<file path="config.mk">
export PLATFORM = sky130hd
export DESIGN_NAME = ppm_frame_decoder
export DESIGN_NICKNAME = d
export VERILOG_FILES = /design/src/design/ppmfd_pkg.sv /design/src/design/ppmfd_frame_eval.sv /design/src/design/ppm_frame_decoder.sv
export SDC_FILE = /design/constraint.sdc
export NUM_CORES = 1
export LEC_CHECK = 0
export ABC_AREA = 0
export BUFFER_PORTS_ARGS = -buffer_cell sky130_fd_sc_hd__buf_2
export CAP_MARGIN = 20
export CORE_AREA = 5 5 211 213
export CTS_CLUSTER_DIAMETER = 50
export CTS_CLUSTER_SIZE = 10
export DETAILED_ROUTE_END_ITERATION = 10
export DIE_AREA = 0 0 216 218
export PLACE_DENSITY = 0.6
export REMOVE_ABC_BUFFERS = 1
export SLEW_MARGIN = 20
export SYNTH_ARGS = -nofsm -noshare
export SYNTH_HDL_FRONTEND = slang
export SYNTH_SLANG_ARGS = --single-unit
</file>
<file path="constraint.sdc">
create_clock -name clock -period 7.57 [get_ports clock]
set_input_delay 0 -clock clock [delete_from_list [all_inputs] [get_ports clock]]
set_output_delay 0 -clock clock [all_outputs]
set_load 0.005 [all_outputs]
</file>
<file path="src/design/ppmfd_pkg.sv">
// ppmfd_pkg: shared types, constants and register codes for the ppm frame decoder
// no dependencies; imported by ppmfd_frame_eval and ppm_frame_decoder
package ppmfd_pkg;

   localparam int NUM_CHANNELS = 8;
   localparam int WIDTH_W      = 16;
   localparam int CHAN_IDX_W   = 4;
   localparam int CHAN_SEL_W   = $clog2(NUM_CHANNELS);
   localparam int CSR_IDX_W    = 3;
   localparam int POS_W        = 2;
   localparam int MODE_W       = 3;
   localparam int ZONE_W       = 4;
   localparam int REQ_DATA_W   = 16;
   localparam int RSP_DATA_W   = 88;
   localparam int RSP_FIELDS_W = 4 * WIDTH_W + 2 * POS_W + MODE_W + 2 * ZONE_W + 2;

   // channel counter codes
   localparam logic [CHAN_IDX_W-1:0] CHAN_FIRST = CHAN_IDX_W'(0);
   localparam logic [CHAN_IDX_W-1:0] CHAN_LAST  = CHAN_IDX_W'(NUM_CHANNELS - 1);
   localparam logic [CHAN_IDX_W-1:0] CHAN_IDLE  = CHAN_IDX_W'(NUM_CHANNELS + 1);

   // register indexes
   localparam logic [CSR_IDX_W-1:0] REG_SYNC_GAP    = CSR_IDX_W'(0);
   localparam logic [CSR_IDX_W-1:0] REG_SWITCH_LOW  = CSR_IDX_W'(1);
   localparam logic [CSR_IDX_W-1:0] REG_SWITCH_HIGH = CSR_IDX_W'(2);
   localparam logic [CSR_IDX_W-1:0] REG_STICK_LOW   = CSR_IDX_W'(3);
   localparam logic [CSR_IDX_W-1:0] REG_STICK_HIGH  = CSR_IDX_W'(4);

   // register reset values
   localparam logic [WIDTH_W-1:0] SYNC_GAP_RST    = WIDTH_W'(3000);
   localparam logic [WIDTH_W-1:0] SWITCH_LOW_RST  = WIDTH_W'(1300);
   localparam logic [WIDTH_W-1:0] SWITCH_HIGH_RST = WIDTH_W'(1700);
   localparam logic [WIDTH_W-1:0] STICK_LOW_RST   = WIDTH_W'(1200);
   localparam logic [WIDTH_W-1:0] STICK_HIGH_RST  = WIDTH_W'(1800);

   // switch positions
   localparam logic [POS_W-1:0] POS_UP   = POS_W'(0);
   localparam logic [POS_W-1:0] POS_MID  = POS_W'(1);
   localparam logic [POS_W-1:0] POS_DOWN = POS_W'(2);

   // drive modes from switches a and d
   localparam logic [MODE_W-1:0] MODE_NONE      = MODE_W'(0);
   localparam logic [MODE_W-1:0] MODE_UP_UP     = MODE_W'(1);
   localparam logic [MODE_W-1:0] MODE_UP_DOWN   = MODE_W'(2);
   localparam logic [MODE_W-1:0] MODE_DOWN_UP   = MODE_W'(3);
   localparam logic [MODE_W-1:0] MODE_DOWN_DOWN = MODE_W'(4);

   typedef struct packed {
      logic [WIDTH_W-1:0] sync_gap;
      logic [WIDTH_W-1:0] switch_low;
      logic [WIDTH_W-1:0] switch_high;
      logic [WIDTH_W-1:0] stick_low;
      logic [WIDTH_W-1:0] stick_high;
   } cfg_type;

   typedef struct packed {
      logic             armed;
      logic [POS_W-1:0] prev_b;
      logic [POS_W-1:0] prev_c;
   } fire_state_type;

   typedef struct packed {
      logic [WIDTH_W-1:0] stick_a_x;
      logic [WIDTH_W-1:0] stick_a_y;
      logic [WIDTH_W-1:0] stick_b_x;
      logic [WIDTH_W-1:0] stick_b_y;
      logic [POS_W-1:0]   switch_b_pos;
      logic [POS_W-1:0]   switch_c_pos;
      logic [MODE_W-1:0]  drive_mode;
      logic [ZONE_W-1:0]  zone_a;
      logic [ZONE_W-1:0]  zone_b;
      logic               fire_left;
      logic               fire_right;
   } frame_type;

   typedef logic [WIDTH_W-1:0] width_array_type [NUM_CHANNELS];

endpackage

</file>
<file path="src/design/ppmfd_frame_eval.sv">
// ppmfd_frame_eval: turns one frame of channel widths into a frame result
// and the next fire-detect state; uses ppmfd_pkg
module ppmfd_frame_eval (
   input  ppmfd_pkg::width_array_type width_in,
   input  ppmfd_pkg::cfg_type         cfg_in,
   input  ppmfd_pkg::fire_state_type  fire_state_in,
   output ppmfd_pkg::frame_type       frame_out,
   output ppmfd_pkg::fire_state_type  fire_state_out
);
   import ppmfd_pkg::*;

   logic [POS_W-1:0]  pos_a;
   logic [POS_W-1:0]  pos_b;
   logic [POS_W-1:0]  pos_c;
   logic [POS_W-1:0]  pos_d;
   logic [MODE_W-1:0] mode;
   logic [POS_W-1:0]  prev_b;
   logic [POS_W-1:0]  prev_c;

   function automatic logic [POS_W-1:0] switch_pos(input logic [WIDTH_W-1:0] w,
                                                   input cfg_type c);
      logic [POS_W-1:0] p;
      if (w < c.switch_low) begin
         p = POS_UP;
      end else if (w > c.switch_high) begin
         p = POS_DOWN;
      end else begin
         p = POS_MID;
      end
      return p;
   endfunction

   // 3*h + v, low side tested first horizontally, top side first vertically
   function automatic logic [ZONE_W-1:0] stick_zone(input logic [WIDTH_W-1:0] x,
                                                    input logic [WIDTH_W-1:0] y,
                                                    input cfg_type c);
      logic [1:0] h;
      logic [1:0] v;
      if (x < c.stick_low) begin
         h = 2'd0;
      end else if (x > c.stick_high) begin
         h = 2'd2;
      end else begin
         h = 2'd1;
      end
      if (y > c.stick_high) begin
         v = 2'd0;
      end else if (y < c.stick_low) begin
         v = 2'd2;
      end else begin
         v = 2'd1;
      end
      return ZONE_W'({h, 1'b0}) + ZONE_W'(h) + ZONE_W'(v);
   endfunction

   assign pos_a = switch_pos(width_in[4], cfg_in);
   assign pos_b = switch_pos(width_in[5], cfg_in);
   assign pos_c = switch_pos(width_in[6], cfg_in);
   assign pos_d = switch_pos(width_in[7], cfg_in);

   always_comb begin
      if (pos_a == POS_UP && pos_d == POS_UP) begin
         mode = MODE_UP_UP;
      end else if (pos_a == POS_UP && pos_d == POS_DOWN) begin
         mode = MODE_UP_DOWN;
      end else if (pos_a == POS_DOWN && pos_d == POS_UP) begin
         mode = MODE_DOWN_UP;
      end else if (pos_a == POS_DOWN && pos_d == POS_DOWN) begin
         mode = MODE_DOWN_DOWN;
      end else begin
         mode = MODE_NONE;
      end
   end

   // on entry to the fire mode the previous positions are taken as current
   assign prev_b = fire_state_in.armed ? fire_state_in.prev_b : pos_b;
   assign prev_c = fire_state_in.armed ? fire_state_in.prev_c : pos_c;

   always_comb begin
      fire_state_out = fire_state_in;
      if (mode == MODE_UP_DOWN) begin
         fire_state_out.armed  = 1'b1;
         fire_state_out.prev_b = pos_b;
         fire_state_out.prev_c = pos_c;
      end else if (mode != MODE_NONE) begin
         fire_state_out.armed = 1'b0;
      end
   end

   always_comb begin
      frame_out.stick_a_x    = width_in[0];
      frame_out.stick_a_y    = width_in[1];
      frame_out.stick_b_x    = width_in[3];
      frame_out.stick_b_y    = width_in[2];
      frame_out.switch_b_pos = pos_b;
      frame_out.switch_c_pos = pos_c;
      frame_out.drive_mode   = mode;
      frame_out.zone_a       = stick_zone(width_in[0], width_in[1], cfg_in);
      frame_out.zone_b       = stick_zone(width_in[3], width_in[2], cfg_in);
      frame_out.fire_left    = (mode == MODE_UP_DOWN) && (pos_b != prev_b);
      frame_out.fire_right   = (mode == MODE_UP_DOWN) && (pos_c != prev_c);
   end

endmodule

</file>
<file path="src/design/ppm_frame_decoder.sv">
// ppm_frame_decoder: top level of the rc ppm pulse-train decoder
// uses ppmfd_pkg and ppmfd_frame_eval
//
// Each req beat carries one rising-edge timestamp from a free-running 16-bit
// timer. The decoder takes the wrapped difference to the previous edge; a
// difference above sync_gap marks frame sync, and the next eight differences
// are the channel widths. The eighth one produces one rsp beat with the four
// stick widths (received channels 2 and 3 swapped), switch b and c positions,
// the drive mode from switches a and d, the nine-way zone of each stick and
// the fire flags, which pulse in drive mode 2 when switch b or c moves. Edges
// past the eighth channel are dropped until the next sync; the very first
// edge after reset only seeds the timer reference. One edge is accepted every
// cycle while no result waits on rsp_tready: the timestamp lands in an input
// register, the difference, channel bookkeeping and frame evaluation are a
// single combinational pass, and the frame lands in the result register, so
// rsp_tvalid rises once the last edge of a frame has passed both registers.
// While a result waits on rsp_tready, one more edge is held in the input
// register before req_tready drops. The user must write registers through the
// csr port only while the decoder is idle; the decoder does not enforce this.
module ppm_frame_decoder (
   input  logic                                clock,
   input  logic                                reset,
   input  logic                                req_tvalid,
   output logic                                req_tready,
   input  logic [ppmfd_pkg::REQ_DATA_W-1:0]    req_tdata,  // [15:0] edge_time
   output logic                                rsp_tvalid,
   input  logic                                rsp_tready,
   // [15:0] stick_a_x, [31:16] stick_a_y, [47:32] stick_b_x, [63:48] stick_b_y,
   // [65:64] switch_b_pos, [67:66] switch_c_pos, [70:68] drive_mode,
   // [74:71] zone_a, [78:75] zone_b, [79] fire_left, [80] fire_right, rest zero
   output logic [ppmfd_pkg::RSP_DATA_W-1:0]    rsp_tdata,
   input  logic                                csr_we,
   input  logic [ppmfd_pkg::CSR_IDX_W-1:0]     csr_index,
   input  logic [ppmfd_pkg::WIDTH_W-1:0]       csr_wdata
);
   import ppmfd_pkg::*;

   // configuration
   cfg_type cfg_ff;
   cfg_type cfg_in;

   // input register
   logic               in_valid_ff;
   logic               in_valid_in;
   logic [WIDTH_W-1:0] edge_ff;

   // decoder state
   logic [WIDTH_W-1:0]    last_edge_ff;
   logic                  have_last_ff;
   logic [CHAN_IDX_W-1:0] chan_index_ff;
   logic [CHAN_IDX_W-1:0] chan_index_in;
   logic [WIDTH_W-1:0]    widths_ff [NUM_CHANNELS];
   fire_state_type        fire_state_ff;
   fire_state_type        fire_state_in;
   fire_state_type        fire_state_eval;

   // result register
   logic      rsp_valid_ff;
   logic      rsp_valid_in;
   frame_type frame_ff;
   frame_type frame_eval;

   logic               stage_fire;
   logic [WIDTH_W-1:0] diff;
   logic               is_sync;
   logic               chan_write;
   logic               frame_done;
   width_array_type    frame_widths;

   // the input register advances whenever the result register can take a frame
   assign stage_fire = in_valid_ff && (!rsp_valid_ff || rsp_tready);
   assign req_tready = !in_valid_ff || stage_fire;

   assign diff       = edge_ff - last_edge_ff;
   assign is_sync    = have_last_ff && (diff > cfg_ff.sync_gap);
   assign chan_write = have_last_ff && !is_sync && !chan_index_ff[CHAN_IDX_W-1];
   assign frame_done = chan_write && (chan_index_ff == CHAN_LAST);

   // the last channel comes straight from the difference
   always_comb begin
      for (int i = 0; i < NUM_CHANNELS - 1; i++) begin
         frame_widths[i] = widths_ff[i];
      end
      frame_widths[NUM_CHANNELS-1] = diff;
   end

   ppmfd_frame_eval u_eval (
      .width_in       (frame_widths),
      .cfg_in         (cfg_ff),
      .fire_state_in  (fire_state_ff),
      .frame_out      (frame_eval),
      .fire_state_out (fire_state_eval)
   );

   // channel counter: sync restarts, the last channel parks it idle
   always_comb begin
      chan_index_in = chan_index_ff;
      if (stage_fire) begin
         if (is_sync) begin
            chan_index_in = CHAN_FIRST;
         end else if (frame_done) begin
            chan_index_in = CHAN_IDLE;
         end else if (chan_write) begin
            chan_index_in = chan_index_ff + CHAN_IDX_W'(1);
         end
      end
   end

   assign fire_state_in = (stage_fire && frame_done) ? fire_state_eval : fire_state_ff;

   always_comb begin
      in_valid_in = in_valid_ff;
      if (req_tvalid && req_tready) begin
         in_valid_in = 1'b1;
      end else if (stage_fire) begin
         in_valid_in = 1'b0;
      end
   end

   always_comb begin
      rsp_valid_in = rsp_valid_ff;
      if (stage_fire && frame_done) begin
         rsp_valid_in = 1'b1;
      end else if (rsp_tready) begin
         rsp_valid_in = 1'b0;
      end
   end

   always_comb begin
      cfg_in = cfg_ff;
      if (csr_we) begin
         case (csr_index)
            REG_SYNC_GAP:    cfg_in.sync_gap    = csr_wdata;
            REG_SWITCH_LOW:  cfg_in.switch_low  = csr_wdata;
            REG_SWITCH_HIGH: cfg_in.switch_high = csr_wdata;
            REG_STICK_LOW:   cfg_in.stick_low   = csr_wdata;
            REG_STICK_HIGH:  cfg_in.stick_high  = csr_wdata;
            default:         cfg_in = cfg_ff;
         endcase
      end
   end

   // control state
   always_ff @(posedge clock) begin
      if (reset) begin
         cfg_ff.sync_gap    <= SYNC_GAP_RST;
         cfg_ff.switch_low  <= SWITCH_LOW_RST;
         cfg_ff.switch_high <= SWITCH_HIGH_RST;
         cfg_ff.stick_low   <= STICK_LOW_RST;
         cfg_ff.stick_high  <= STICK_HIGH_RST;
         in_valid_ff        <= 1'b0;
         rsp_valid_ff       <= 1'b0;
         last_edge_ff       <= '0;
         have_last_ff       <= 1'b0;
         chan_index_ff      <= CHAN_IDLE;
         fire_state_ff      <= '0;
      end else begin
         cfg_ff        <= cfg_in;
         in_valid_ff   <= in_valid_in;
         rsp_valid_ff  <= rsp_valid_in;
         chan_index_ff <= chan_index_in;
         fire_state_ff <= fire_state_in;
         if (stage_fire) begin
            last_edge_ff <= edge_ff;
            have_last_ff <= 1'b1;
         end
      end
   end

   // payload registers
   always_ff @(posedge clock) begin
      if (req_tvalid && req_tready) begin
         edge_ff <= req_tdata[WIDTH_W-1:0];
      end
      if (stage_fire && chan_write) begin
         widths_ff[chan_index_ff[CHAN_SEL_W-1:0]] <= diff;
      end
      if (stage_fire && frame_done) begin
         frame_ff <= frame_eval;
      end
   end

   assign rsp_tvalid = rsp_valid_ff;
   assign rsp_tdata  = {
      (RSP_DATA_W - RSP_FIELDS_W)'(0),
      frame_ff.fire_right,
      frame_ff.fire_left,
      frame_ff.zone_b,
      frame_ff.zone_a,
      frame_ff.drive_mode,
      frame_ff.switch_c_pos,
      frame_ff.switch_b_pos,
      frame_ff.stick_b_y,
      frame_ff.stick_b_x,
      frame_ff.stick_a_y,
      frame_ff.stick_a_x
   };

   // a finished frame always parks the counter and loads the result register
   a_frame_done_idles: assert property (@(posedge clock) disable iff (reset)
      stage_fire && frame_done |=> chan_index_ff == CHAN_IDLE && rsp_valid_ff)
      else $error("frame completion did not park the counter or load a result");

   // a new result only ever follows a completed frame
   a_result_from_frame: assert property (@(posedge clock) disable iff (reset)
      $rose(rsp_valid_ff) |-> $past(stage_fire && frame_done))
      else $error("result appeared without a completed frame");

   // fire flags only in drive mode 2
   a_fire_mode: assert property (@(posedge clock) disable iff (reset)
      rsp_valid_ff && (frame_ff.fire_left || frame_ff.fire_right)
         |-> frame_ff.drive_mode == MODE_UP_DOWN)
      else $error("fire flag outside drive mode 2");

   // a held edge is neither lost nor overwritten while the result stalls
   a_input_hold: assert property (@(posedge clock) disable iff (reset)
      in_valid_ff && !stage_fire |=> in_valid_ff && $stable(edge_ff))
      else $error("input register changed while stalled");

endmodule
</file>
## Yosys cells after proc, flatten, opt, wreduce, memory -nomap -nowiden

Memories as Yosys holds them, arrays and structs flattened.
Index checks and enable logic that the tools add are counted.

- Order comparisons: 17
- Muxes and demuxes: 33
- Add/subtract/negate cells: 6
- Reduce and logical (&&, ||, !) cells: 36
- Equal/unequal tests: 10

Operators by type and width:

| cell | count |
|---|---|
| 16-bit > comparator | 9 |
| 16-bit < comparator | 8 |
| 2-bit 2-to-1 mux | 18 |
| 2-bit AND reduction | 8 |
| 16-bit subtractor | 1 |
| 1-bit logical AND | 14 |
| 3-bit 2-to-1 mux | 4 |
| 4-bit 2-to-1 mux | 3 |
| 3-bit by 2-bit == test with 1-bit output, second input constant | 3 |
| 3-bit by 2-bit adder with 4-bit output | 2 |
| 4-bit by 2-bit adder with 4-bit output | 2 |
| 1-bit 2-to-1 mux | 8 |
| 2-bit nonzero test | 3 |
| 3-bit nonzero test | 2 |
| 4-bit by 1-bit adder with 4-bit output, second input constant | 1 |
| 2-bit == test, second input constant | 2 |
| 4-bit by 3-bit == test with 1-bit output, second input constant | 1 |
| 1-bit zero test | 4 |
| 2-bit zero test | 2 |
| 2-bit != test | 2 |
| 3-bit by 1-bit == test with 1-bit output, second input constant | 1 |
| 3-bit == test, second input constant | 1 |
| 3-bit zero test | 1 |
| 1-bit logical OR | 2 |

- Output and inout port bits: 90
- Logic and storage cells: 128
- Memories: 1
- Memory bits (writable): 128
- Register bits after elaboration: 205
- Input bits: 40

Memories:

| name | depth | width | rd ports | clocked after Yosys merged registers in | write ports | RTL line | source |
|---|---|---|---|---|---|---|---|
| widths_ff | 8 | 16 | 7 | 0 | 1 | ppm_frame_decoder.sv:52 | `logic [WIDTH_W-1:0] widths_ff [NUM_CHANNELS];` |

## Logic depth before layout (Yosys ltp)

Gate-level depths: netlist of run 1.

- Depth after elaboration: 13
- Gate-level depth with buffers: 21
- Gate-level depth less buffers: 20

## Cells and area by module

A second synthesis of run 1 with hierarchy kept.

- Cells, all modules: 1673
- Area, all modules: 17828.3 sq um

Modules (own cells, without submodules):

| module | area an instance (sq um) | times used | cells each | seq. area each (sq um) |
|---|---|---|---|---|
| ppm_frame_decoder | 11443.5 | 1 | 883 | 8438.1 |
| ppmfd_frame_eval | 6384.9 | 1 | 790 | 0.0 |

## Least setup slack after synthesis of run 1

OpenSTA, ideal clock, no wires.

- Path type: reg2reg
- Start: reg edge_ff[1]
- End: mem widths_ff[4][0], enable pin
- Arrival time: 5.016 ns
- Slack: 2.141 ns
- Period minus slack after synthesis: 5.429 ns
- Library setup time: 0.413 ns
- Data required time: 7.157 ns
- Buffers on the path: 0
- Stages on the path, launching flop included: 18
- Path through: edfxtp_1 -> ha_1 -> nor2b_1 -> o31a_1 -> o211ai_1 -> a21o_1 -> a31oi_1 -> a21o_1 -> a21oi_1 -> xnor2_1 -> ha_1 -> a21o_1 -> a21o_1 -> a221o_1 -> o31a_1 -> nor3_4 -> nand2b_1 -> nor3b_1

- Cells in the longest elaborated chain, start to end: 9

Ends and longest elaborated chain:

| item | RTL line | source |
|---|---|---|
| start, declared | ppm_frame_decoder.sv:45 | `logic [WIDTH_W-1:0] edge_ff;` |
| start signal, assigned | ppm_frame_decoder.sv:173 | `edge_ff <= req_tdata[WIDTH_W-1:0];` |
| 16-bit subtractor | ppm_frame_decoder.sv:74 | `assign diff = edge_ff - last_edge_ff;` |
| net diff[13] | ppm_frame_decoder.sv:64 | `logic [WIDTH_W-1:0] diff;` |
| 16-bit > comparator | ppm_frame_decoder.sv:75 | `assign is_sync = have_last_ff && (diff > cfg_ff.sync_gap);` |
| 1-bit logical AND | ppm_frame_decoder.sv:75 |  |
| 1-bit zero test | ppm_frame_decoder.sv:76 | `assign chan_write = have_last_ff && !is_sync && !chan_index_ff[CHAN_IDX_W-1];` |
| 1-bit logical AND (2 in a row) | ppm_frame_decoder.sv:76 |  |
| 1-bit logical AND | ppm_frame_decoder.sv:175 | `if (stage_fire && chan_write) begin` |
| 1-bit 2-to-1 mux | ppm_frame_decoder.sv:175 |  |
| 1-bit 2-to-1 mux (implied by the code) | ppm_frame_decoder.sv:176 | `widths_ff[chan_index_ff[CHAN_SEL_W-1:0]] <= diff;` |
| end, declared | ppm_frame_decoder.sv:52 |  |

The timed path passes the listed nets, and every way through them passes these cells.

## Worst setup path after layout of run 1

- Start: reg edge_ff[0]
- End: reg rsp_valid_ff, in the netlist rsp_tvalid

- Cells in the longest elaborated chain, start to end: 9
- Elaborated cells between the ends (all ways): 10
- Classes of those cells: 1 x add/sub; 1 x order compare; 1 x mux; 7 x reduce/logical

Ends and longest elaborated chain:

| item | RTL line | source |
|---|---|---|
| 16-bit subtractor * | ppm_frame_decoder.sv:74 |  |
| net diff[14] | ppm_frame_decoder.sv:64 |  |
| 16-bit > comparator * | ppm_frame_decoder.sv:75 |  |
| 1-bit logical AND * | ppm_frame_decoder.sv:75 |  |
| 1-bit zero test * | ppm_frame_decoder.sv:76 |  |
| 1-bit logical AND * (2 in a row) | ppm_frame_decoder.sv:76 |  |
| 1-bit logical AND * | ppm_frame_decoder.sv:77 | `assign frame_done = chan_write && (chan_index_ff == CHAN_LAST);` |
| 1-bit logical AND * | ppm_frame_decoder.sv:122 | `if (stage_fire && frame_done) begin` |
| 1-bit 2-to-1 mux or 2-bit nonzero test (tied branches) | - |  |
| end signal, assigned | ppm_frame_decoder.sv:160 | `rsp_valid_ff <= rsp_valid_in;` |
| end, declared | ppm_frame_decoder.sv:58 | `logic rsp_valid_ff;` |

The timed path passes the listed nets; every way through them passes the cells marked *.
A chain may end at the register's enable or synchronous reset.

==> flow_metrics.tcl, run 1 <==
set metrics [dict create \
    status "complete, no violations" \
    die_h_um 218 \
    hold_ws_ns 0.0634 \
    drv_cap 0 \
    drt_iter0_markers 712 \
    die_w_um 216 \
    route.met2.wl_mm 21.9 \
    start_kind "register" \
    worstSetupEndpointType "register" \
    setup_viol 0 \
    htree_levels 2 \
    finalSetupTns_ns 0 \
    final_hold_viol_count 0 \
    postCtsSetupBuffers 0 \
    fin_nets 2095 \
    coreArea_sq_um 42500 \
    reg2reg_depth 22 \
    drtAntennaViolNets 0 \
    ys_seq_area_share_pct 49.2 \
    synth_area_leader_cell "edfxtp_1" \
    tightest_slew_ns 1.10 \
    die-area_sq_um 47100 \
    synthAdderAreaFrac_pct 21.3 \
    yosysMostFrequentCell "ha_1" \
    synth_compound_area_share_pct 12.9 \
    regArea_sq_um 8440 \
    numPortBuffers 122 \
    cts_num_sinks 317 \
    synth_top_family_by_area "adder cells" \
    irDropWorstVdd_v 0.000202 \
    synth.top_cells.by_area "edfxtp_1 37%, ha_1 21%, dfxtp_1 13%" \
    power_density_nw_per_um2 215 \
    worstPathRequired_ns 8.07 \
    antenna_cells 0 \
    synthFlopType "edfxtp_1" \
    viasPerCell 5.34 \
    synth_mux_area_share_pct 0.175 \
    ys_warn_count 0 \
    cts_tree "yes" \
    numCtsBuffers 43 \
    hold_path_class "input port to register" \
    avgSynthCellArea_sq_um 10.9 \
    dpl.hpwl_mm 34.5 \
    synthTopCellsByCount "284 x ha_1, 209 x edfxtp_1, 209 x nand2_1" \
    final_layout_size_suffix_gt1_share_pct 12.3 \
    wl_per_cell_um 19.3 \
    cts-resized-gates 0 \
    clockRootBuffer "clkbuf_16" \
    grt_max_degree 87 \
    fin_util_pct 47.7 \
    synth_edf_count 209 \
    synth-xor-area-share_pct 0.663 \
    vias 12526 \
    slew_viol_final 0 \
    grt_pass1_wl_mm 70.4 \
    max_freq_mhz 172 \
    ios 130 \
    max-slew-margin-rel_pct 26.7 \
    drt_wl_total_mm 45.2 \
    synth_cells 1572 \
    drt_pass1_iterations 4 \
    area_delta_synth_final_pct 18.1 \
    fin_crit_sh_pct 77.0 \
    arrival_ns 6.33 \
    clk_pin_slew_ns 0.05 \
    path_class "register to register" \
    drc 0 \
    whs_path_depth 6 \
    cp_max_fo 80 \
    synthArstFlopShare_pct 0 \
    rsz0062_at_grt "false" \
    cts_hold_buffers 38 \
    met3_length_mm 1.96 \
    finClkSkew_ns 0.0143 \
    first_global_vias 12703 \
    antenna_found_initial 0 \
    ctsLongestPathBuffers 3 \
    gp_congestion 0.891 \
    initial_utilization_pct 40.4 \
    netlist_area_sq_um 17200 \
    grt_usage_pct 19.1 \
    synth_cell_types 62 \
    power.leakage_nw 8.22 \
    yosys.area_share.simple_pct 12.2 \
    rows 76 \
    clkLatencyLatePin_ns 0.57 \
    fillers 3881 \
    globalRoute.totalOverflow 0 \
    multi_input_area_sq_um 8150 \
    synth-seq-cells 317 \
    synth_top_cell_area_share_pct 36.6 \
    met1Wirelength_mm 19.9 \
    period_needed_ns 5.83 \
    top_layer "met4" \
]
==> stage by stage <==
step,worst slack (ns),cells,cell area (sq um),power (mW)
after floorplan,1.49,1537,17000,2.25
after global placement,2.16,2228,18500,2.43
after detailed placement,2.02,2229,18500,2.45
after CTS,1.72,2346,20300,4.42
after global routing,1.33,2346,20300,4.56
final,1.74,2346,20300,4.37
==> cell type report <==
class                   instances  share of cell area [%]
clock inverters                10                   0.555
well taps                     546                    3.37
inverters                     120                    2.22
clock buffers                  69                    6.25
flip-flops and latches        317                    41.6
repair buffers                184                    5.80
multi-input cells            1100                    40.2
==> worst max-delay path, stage by stage (launching register included) <==
cell           delay, ns
edfxtp_1            0.38
inv_1               0.08
ha_1                0.18
fa_1                0.22
nor2b_1             0.07
o31a_1              0.27
o211ai_1            0.23
a21oi_1             0.14
o31ai_1             0.45
o21bai_1            0.11
a21oi_1             0.18
xnor2_1             0.13
buf_4               0.21
ha_1                0.27
nand4_1             0.12
nor2_1              0.07
a221o_1             0.31
o31a_1              0.29
nor3_4              0.28
and3_4              0.94
inv_1               0.09
a21oi_1             0.17
dlygate4sd3_1       0.55
==> logic make-up after synthesis <==
| family | Yosys count |
|---|---|
| other | 1 |
| adder cells (fa/ha/maj) | 289 |
| AO/OA/AOI/OAI | 352 |
| buffers and inverters | 161 |
| flip-flops | 317 |
| XOR/XNOR | 13 |
| multiplexers | 3 |
| AND/OR/NAND/NOR | 436 |
==> path summary, 6_finish.rpt <==
| path | endpoint | from | slack, ns |
|---|---|---|---|
| max reg2reg | rsp_tvalid | edge_ff[0] | 1.74 |
| max | rsp_tvalid | edge_ff[0] | 1.74 |
| min | cfg_ff[40] | csr_index[1] | 0.06 |
| min reg2reg | last_edge_ff[7] | last_edge_ff[7] | 0.45 |
==> sequential cells by signal, summed over array words and instances, names as in the netlist <==
name,cells
cfg_ff,80
chan_index_ff,4
edge_ff,16
fire_state_ff,5
have_last_ff,1
in_valid_ff,1
last_edge_ff,16
rsp_tdata,81
rsp_tvalid,1
widths_ff,112
==> layer usage <==
layer	vias up	track usage, %
met5	-	0
met4	0	6.25
met3	89	3.37
met2	296	33.2
met1	5979	24.1
li1	6162	-
==> cells in the final DEF, fill, tap and decap left out, types with 14 or more instances in the layout <==
cell type      netlist  routed
a211o_1             21      21
a211oi_1            16      16
a21o_1              43      43
a21oi_1            157     157
buf_2                2     121
buf_4                7      24
clkbuf_1            29      20
clkbuf_16            0      46
dfxtp_1            108     108
dlygate4sd3_1        0      38
edfxtp_1           209     209
ha_1               284     284
inv_1              120     120
nand2_1            209     209
nand3_1             25      25
nand3b_1            14      14
nand4_1             41      41
nor2_1              59      59
nor2b_1             18      18
nor3_1              17      15
o21a_1              18      18
o21ai_0             40      40
==> power breakdown <==
group | leakage [nW] | internal [mW] | switching (mW)
Clock | 0.657 | 1.19 | 0.753
Sequential | 2.77 | 1.90 | 0.0129
Combinational | 4.79 | 0.200 | 0.317
No activity file was read; power rests on OpenSTA's default activity.
==> inputs of run 2 (changes only) <==
==> constraint.sdc (replaced) <==
create_clock -name clock -period 5.7 [get_ports clock]
set_input_delay 0 -clock clock [delete_from_list [all_inputs] [get_ports clock]]
set_output_delay 0 -clock clock [all_outputs]
set_load 0.005 [all_outputs]
==> flow_metrics.tcl, run 2 (synthesis gave the netlist of run 1 again) <==
set metrics [dict create \
    initial_utilization_pct 40.4 \
    drtAntennaViolNets 0 \
    regArea_sq_um 8440 \
    htree_levels 2 \
    drt_pass1_iterations 6 \
    status "complete, no violations" \
    largest_reg_flops 112 \
    first_global_vias 12566 \
    layout_commonest_cell "ha_1" \
    irDropWorstVdd_v 0.000282 \
    max-slew-margin-rel_pct 35.3 \
    layout_common_cells "284 x ha_1, 209 x nand2_1, 209 x edfxtp_1, 157 x a21oi_1, 121 x buf_2" \
    antenna_found_initial 0 \
    gp_congestion 0.848 \
    die-area_sq_um 47100 \
    ios 130 \
    area_delta_synth_final_pct 18.8 \
    drc 0 \
    period_needed_ns 4.96 \
    power.leakage_nw 8.27 \
    final_layout_size_suffix_gt1_share_pct 12.6 \
    max_freq_mhz 202 \
    grt_pass1_wl_mm 70.2 \
    globalRoute.totalOverflow 0 \
    rows 76 \
    finClkSkew_ns 0.0238 \
    numPortBuffers 122 \
    vias 12657 \
    viasPerCell 5.38 \
    cts-resized-gates 0 \
    cp_max_fo 16 \
    start_kind "register" \
    clockRootBuffer "clkbuf_16" \
    die_w_um 216 \
    die_h_um 218 \
    cts_num_sinks 317 \
    fillers 3863 \
    grt_usage_pct 19.2 \
    drt_wl_total_mm 45.7 \
    clkLatencyLatePin_ns 0.58 \
    clk_pin_slew_ns 0.06 \
    power_mw 5.94 \
    numCtsBuffers 44 \
    hold_path_class "input port to register" \
    path_class "register to register" \
    tightest_slew_ns 0.970 \
    final_hold_viol_count 0 \
    slew_viol_final 0 \
    grt_max_degree 87 \
    power_density_nw_per_um2 291 \
    dpl.hpwl_mm 35.3 \
    arrival_ns 5.20 \
    coreArea_sq_um 42500 \
    setup_viol 0 \
    ctsLongestPathBuffers 3 \
    multi_input_area_sq_um 8150 \
    worstPathRequired_ns 5.94 \
    drv_cap 0 \
    worstSetupEndpointType "register" \
    fin_crit_sh_pct 87.0 \
    place_area_sq_um 18600 \
    fin_nets 2098 \
    rsz0062_at_grt "false" \
    wl_per_cell_um 19.5 \
    drt_iter0_markers 704 \
    antenna_cells 0 \
    cts_tree "yes" \
    design_area_sq_um 20400 \
]
## run 2: changes by cell type in the layout (fill, tap and decap cells not counted), sizes merged
cell / delta
buf: +2
clkbuf: -1
clkinv: +1
inv: +4
clkinvlp: -2
bufinv: +1
## run 2: per-layer routing
metal	share of wire [%]	global-route usage, %
met1	42	23.8
met2	49	33.5
met3	5.2	3.42
met4	3.7	7.23
met5	0	0
## run 2: worst max-delay path: stages, from the launching register on
cell and delay (ns):
edfxtp_1 0.38, inv_1 0.07, ha_1 0.18, fa_1 0.22
nor2b_1 0.07, o31a_1 0.27, o211ai_1 0.21, a21oi_1 0.13
o31ai_1 0.41, o21bai_1 0.10, a21oi_1 0.19, xnor2_1 0.24
ha_1 0.33, nand4_1 0.13, nor2_1 0.07, a221o_1 0.31
o31a_1 0.29, nor3_4 0.28, nand2b_1 0.25, nor3b_2 0.23
buf_4 0.29
## run 2: repair_timing
item / CTS / global route
hold buffers: 38 / 0
setup buffers: 0 / 0
hold endpoints to repair: 98 / 0
## run 2: final timing paths
check,endpoint,slack [ns],depth (start not counted),from
worst max-delay path,widths_ff[4][9],0.74,20,edge_ff[0]
worst min-delay path,cfg_ff[32],0.07,6,csr_index[1]
worst max register to register,widths_ff[4][9],0.74,20,edge_ff[0]
worst min register to register,last_edge_ff[9],0.45,2,last_edge_ff[9]
## run 2: stage by stage
| stage | TNS (ns) | instances | hold WS [ns] | utilization (%) | worst slack (ns) |
|---|---|---|---|---|---|
| after floorplan | -31.84 | 1537 | 0.0691 | - | -0.378 |
| after global placement | 0 | 2231 | 0.176 | 43.7 | 0.840 |
| after detailed placement | 0 | 2231 | 0.178 | 43.7 | 0.753 |
| after global routing | 0 | 2351 | 0.0859 | 48.0 | 0.165 |
| after CTS | 0 | 2351 | 0.0323 | 48.0 | 0.721 |
| final | 0 | 2351 | 0.0727 | 48.0 | 0.738 |
## run 2: area by class of cell
cell class,instances,area share (%)
Clock buffer,68,6.25
Clock inverter,14,0.853
Inverter,120,2.21
Multi-Input combinational cell,1100,40.0
Sequential cell,317,41.4
Tap cell,546,3.35
Timing Repair Buffer,186,5.95
## run 2: power breakdown
| group | switching (mW) | leakage, nW | total (mW) | internal [mW] |
|---|---|---|---|---|
| Clock | 1.04 | 0.701 | 2.68 | 1.65 |
| Combinational | 0.444 | 4.80 | 0.712 | 0.268 |
| Sequential | 0.0173 | 2.77 | 2.54 | 2.53 |
